### src/rtl/core/hgn_fade.sv
// Four-stage pipelined fade curve S(t) = 3t^2 - 2t^3 on an unsigned fraction.
`timescale 1ns / 1ps
`default_nettype none
module hgn_fade #(
	parameter int unsigned FRAC_BITS = 16
) (
	input  wire logic                 clk,
	input  wire logic [3:0]           en,     // load enables of the four stages, first in bit 0
	input  wire logic [FRAC_BITS-1:0] t,
	output logic      [FRAC_BITS:0]   s
);

	localparam int unsigned F   = FRAC_BITS;
	localparam int unsigned MW  = F + 2;
	localparam int unsigned SQW = 2 * F;
	localparam int unsigned PRW = 2 * F + 2;
	localparam logic [SQW-1:0] SQ_HALF = SQW'(1) << (F - 1);
	localparam logic [PRW-1:0] PR_HALF = PRW'(1) << (F - 1);
	localparam logic [MW-1:0]  THREE   = MW'(3) << F;
	localparam logic [F:0]     ONE     = (F + 1)'(1) << F;

	logic [SQW-1:0] sq_s2;
	logic [MW-1:0]  m_s2;
	logic [F-1:0]   t2_s3;
	logic [MW-1:0]  m_s3;
	logic [PRW-1:0] pr_s4;
	logic [F:0]     s_s5;

	logic [SQW-1:0] sq_rnd;
	logic [PRW-1:0] pr_rnd;
	logic [F+1:0]   s_raw;

	// Round t^2 and the fade product half up
	always_comb begin
		sq_rnd = sq_s2 + SQ_HALF;
		pr_rnd = pr_s4 + PR_HALF;
		s_raw  = pr_rnd[PRW-1:F];
	end

	// Square t, form 3 - 2t
	always_ff @(posedge clk) begin
		if (en[0]) begin
			sq_s2 <= SQW'(t) * SQW'(t);
			m_s2  <= THREE - MW'({t, 1'b0});
		end
	end

	// Scale t^2 back to the fraction format
	always_ff @(posedge clk) begin
		if (en[1]) begin
			t2_s3 <= sq_rnd[SQW-1:F];
			m_s3  <= m_s2;
		end
	end

	// Multiply t^2 by 3 - 2t
	always_ff @(posedge clk) begin
		if (en[2]) begin
			pr_s4 <= PRW'(t2_s3) * PRW'(m_s3);
		end
	end

	// Round and limit to one
	always_ff @(posedge clk) begin
		if (en[3]) begin
			s_s5 <= (s_raw > (F + 2)'(ONE)) ? ONE : s_raw[F:0];
		end
	end

	assign s = s_s5;

endmodule
`default_nettype wire

### config.mk
export PLATFORM = sky130hd
export DESIGN_NAME = hgn_fade
export DESIGN_NICKNAME = d
export VERILOG_FILES = /design/src/rtl/core/hgn_fade.sv
export SDC_FILE = /design/constraint.sdc
export NUM_CORES = 1
export LEC_CHECK = 0
export BUFFER_PORTS_ARGS = -buffer_cell sky130_fd_sc_hd__buf_2
export CAP_MARGIN = 40
export CORE_ASPECT_RATIO = 0.9
export CORE_MARGIN = 1
export CORE_UTILIZATION = 47
export DETAILED_ROUTE_END_ITERATION = 10
export PLACE_DENSITY = 0.68
export REMOVE_ABC_BUFFERS = 1
export SYNTH_ARGS = -nofsm -noshare
export SYNTH_HDL_FRONTEND = slang
export SYNTH_SLANG_ARGS = --single-unit
### constraint.sdc
create_clock -name clk -period 13.8 [get_ports clk]
set_input_delay 1.38 -clock clk [delete_from_list [all_inputs] [get_ports clk]]
set_output_delay 1.38 -clock clk [all_outputs]
set_load 0.005 [all_outputs]
* After elaboration in Yosys (flattened, before gate mapping)
Index checks and enable logic that the tools add are counted.
Operators by class: add/sub/neg operators 3, multipliers 2, order comparisons 1
Operators by type and width (number):
- $add 34x16->34 const B | 1
- $mul 16x18->34 | 1
- $add 32x16->32 const B | 1
- $mul 16x16->32 | 1
- $gt 18x17->1 const B | 1
- $sub 18x17->18 const A | 1
Storage, ports and cells: flip-flop bits (word level) 135, input bits 21, output and inout bits 17, logic and storage cells 12

* Depth between registers and ports, before layout
depth after elaboration 2, depth in mapped cells 26

* Worst setup path after synthesis
No wires, ideal clock.
path type input port to flip-flop, start point input port t[4], end point register sq_s2[31], data pin, data arrival time 7.157 ns, data required time 13.545 ns, slack 6.388 ns, stages 22, buffers on the path 3, cells stage by stage clkbuf_1 > buf_1 > nand2_1 > fa_1 > inv_1 > fa_1 > fa_1 > fa_1 > fa_1 > inv_1 > fa_1 > inv_1 > ha_1 > clkbuf_1 > a21oi_1 > o21ai_0 > a21oi_1 > nand2b_1 > o21ai_0 > o21ai_0 > or4_1 > and3_1
On the way: cells in the longest elaborated chain, start to end 1
Ends and longest elaborated chain:
- from (decl) | line 9 | input wire logic [FRAC_BITS-1:0] t,
- $mul 16x16->32 | line 43 | sq_s2 <= SQW'(t) * SQW'(t);
- to (signal assigned) | line 43
- to (decl) | line 22 | logic [SQW-1:0] sq_s2;
No other way between the ends. A chain may end at the register's enable or synchronous reset.

* Worst setup path after layout
start point input port t[10], end point register sq_s2[31], data pin
The elaborated chain is that of the path after synthesis.

==> results.json <==
{
  "status": "completed",
  "antenna_found_initial": 0,
  "holdCritPathClass": "reg2reg",
  "die_h_um": 196.2,
  "grt_max_degree": 35,
  "maxCapViolations": 0,
  "nFillCells": 3756,
  "cts_buffers": 9,
  "fin_crit_ns": 7.405,
  "worst_slew_pin_slew_ns": 0.7581,
  "nets": 2614,
  "rows": 70,
  "cp_max_fo": 14,
  "cts.sinks": 103,
  "end_kind": "flip-flop",
  "synthFlopType": "edfxtp_1",
  "dieArea_mm2": 0.04273,
  "avgSynthCellArea_um2": 9.664,
  "io_pins": 38,
  "final_hold_viol_count": 0,
  "final_antenna_net_count": 0,
  "cts_setup_buffers": 0,
  "grt.overflow.total": 0,
  "ys_warn_count": 0,
  "critical_path_class": "in2reg",
  "place_congestion": 0.8855,
  "synthesis.area_mm2": 0.01970,
  "die_w_um": 217.8,
  "vias": 13020,
  "cp_cell_sequence": "buf_2 -> inv_1 -> nor2_1 -> fa_1 -> inv_1 -> fa_1 -> inv_1 -> fa_1 -> inv_1 -> fa_1 -> inv_1 -> fa_1 -> inv_1 -> fa_1 -> inv_1 -> ha_1 -> a211oi_1 -> nand2_1 -> o311a_1 -> o21ai_0 -> o21ai_0 -> or4_1 -> and3_1",
  "cp.arrival_ns": 7.53,
  "drt-vias-per-instance": 5.081,
  "ys_seq_elements": 103,
  "syn_to_final_growth_pct": 4.644,
  "synth_top_cell_area_share_pct": 37.71,
  "first_pass_iters": 5,
  "synth_cell_type_count": 54,
  "maxSlewViolCount": 0,
  "relSlewSlack_pct": 49.46,
  "holdBufCountCts": 0,
  "drive_above_1_share_pct": 3.264,
  "portBuffers": 37,
  "grt_setup_unrepaired": "false",
  "crit_required_ns": 13.92,
  "dp_cells": 2546,
  "worstSetupStartpointType": "input pin",
  "drc": 0,
  "fin_crit_sh_pct": 53.66,
  "grt_pass1_wl_um": 69170,
  "cpMaxStageDelayCell": "fa_1",
  "htree_levels": 3,
  "clkLatencyLatePin_ns": 0.36,
  "finalSetupViolCount": 0,
  "cts_tree": "yes",
  "yosysTopAreaCell": "fa_1",
  "track_usage_pct": 20.09,
  "synth.area.top_cells": "fa_1, edfxtp_1, ha_1",
  "cpPeakStageDelay_ns": 0.54,
  "ys_seq_area_share_pct": 15.70,
  "max_freq_mhz": 135.0,
  "stdcell_count": 2562,
  "coreArea_mm2": 0.04099,
  "dp_hpwl_um": 33510,
  "crit_family": "adder cells",
  "drt_iter0_drc": 528,
  "grt_pass1_vias": 14310,
  "ctsResizeCount": 0,
  "clockBufferDepth": 2,
  "n_antenna_cell": 0,
  "cts_root_buffer": "clkbuf_16",
  "cts.reportedPaths.clkPinSlew_ns": 0.08,
  "synth-edff-count": 103,
  "wl_per_cell_um": 15.62,
  "finClkSkew_ns": 0.01225,
  "wl_um": 40020,
  "setup_tns_ns": 0,
  "start_util_pct": 48.05,
  "critical_path_buf_inv_count": 8,
  "async_flop_share_pct": 0,
  "cp_common_cell": "inv_1",
  "syn_inst": 2038
}
path summary, 6_finish.rpt:
kind             from   endpoint  slack [ns]  cells past startpoint
max             t[10]  sq_s2[31]        6.39                     23
min          sq_s2[0]    m_s3[1]        0.42                      0
max reg2reg  t2_s3[7]  pr_s4[31]        7.19                     21
min reg2reg  sq_s2[0]    m_s3[1]        0.42                      0
cells by family after synthesis:
group | count (synthesis) | share of synthesized area (%)
multiplexers | 1 | 0.05717
XOR/XNOR | 91 | 4.047
AO/OA/AOI/OAI | 138 | 4.746
adder cells (fa/ha/maj) | 576 | 50.73
flip-flops | 103 | 15.70
buffers and inverters | 561 | 10.70
AND/OR/NAND/NOR | 568 | 14.01
sequential cells by signal, indices dropped and copies added (netlist names):
register / cells
pr_s4: 19
sq_s2: 18
m_s3: 17
s: 17
m_s2: 16
t2_s3: 16
synthesized netlist by cell type (2+ instances only):
library cell and count:
inv_1 491, o21bai_1 6, and3_1 11, ha_1 205, o211ai_1 2, or2_2 4, and2_1 168, nor2_1 57
nand2b_1 6, buf_1 4, a221o_1 3, nand2_1 246, xor2_1 33, o21ai_0 24, nor2b_1 10, o22ai_1 3
fa_1 371, o21a_1 5, a21o_1 25, edfxtp_1 103, xnor2_1 58, or4_1 4, a21oi_1 40, nand4_1 15
a31oi_1 5, o221a_2 2, a211oi_1 3, a211o_1 2, a22oi_1 2, nand3_1 25, o31ai_1 2, and4_1 3
nor4_1 3, nor3_1 14, clkbuf_1 64
area by class of cell:
class,count,area [µm²],share of cell area (%)
Tap cell,540,675.6,3.278
Sequential cell,103,3093,15.01
Clock buffer,9,225.2,1.093
Inverter,492,1847,8.961
Clock inverter,7,88.84,0.4310
Multi-Input combinational cell,1374,14500,70.33
Timing Repair Buffer,37,185.2,0.8985
cell usage in the layout (no fill, tap or decap), types with 4 or more instances in the layout:
cell type    n
nor2_1      57
fa_1       371
o21ai_0     24
a21o_1      25
or2_2        4
nand3_1     25
ha_1       205
nor2b_1     10
xor2_1      33
a21oi_1     40
a31oi_1      5
inv_1      491
nand2b_1     6
and3_1      11
buf_2       37
nand2_1    246
clkbuf_16    9
or4_1        4
xnor2_1     58
o21bai_1     6
and2_1     168
edfxtp_1   103
o21a_1       5
nand4_1     15
nor3_1      14
metal layers:
layer  GRT usage (%)  up-vias  wire length (µm)
met5               0        -                 0
met3           3.659       63              2291
met4           5.154        0               848
li1                -     6144                 -
met1           26.39     6465             17980
met2           34.18      345             18910
per-stage QoR:
stage / setup WS (ns) / hold slack, ns / utilization (%) / area, µm²
2_1_floorplan: 6.788 / 0.4003 / - / 19430
3_3_place_gp: 6.065 / 0.4061 / 49.51 / 20300
3_5_place_dp: 5.963 / 0.4072 / 49.51 / 20300
4_1_cts: 6.366 / 0.4219 / 50.28 / 20610
5_1_grt: 5.984 / 0.4320 / 50.28 / 20610
6_report: 6.395 / 0.4201 / 50.28 / 20610
Power is not shown: default switching activity piles up to over one toggle a cycle in this logic, so the estimate is an artifact.
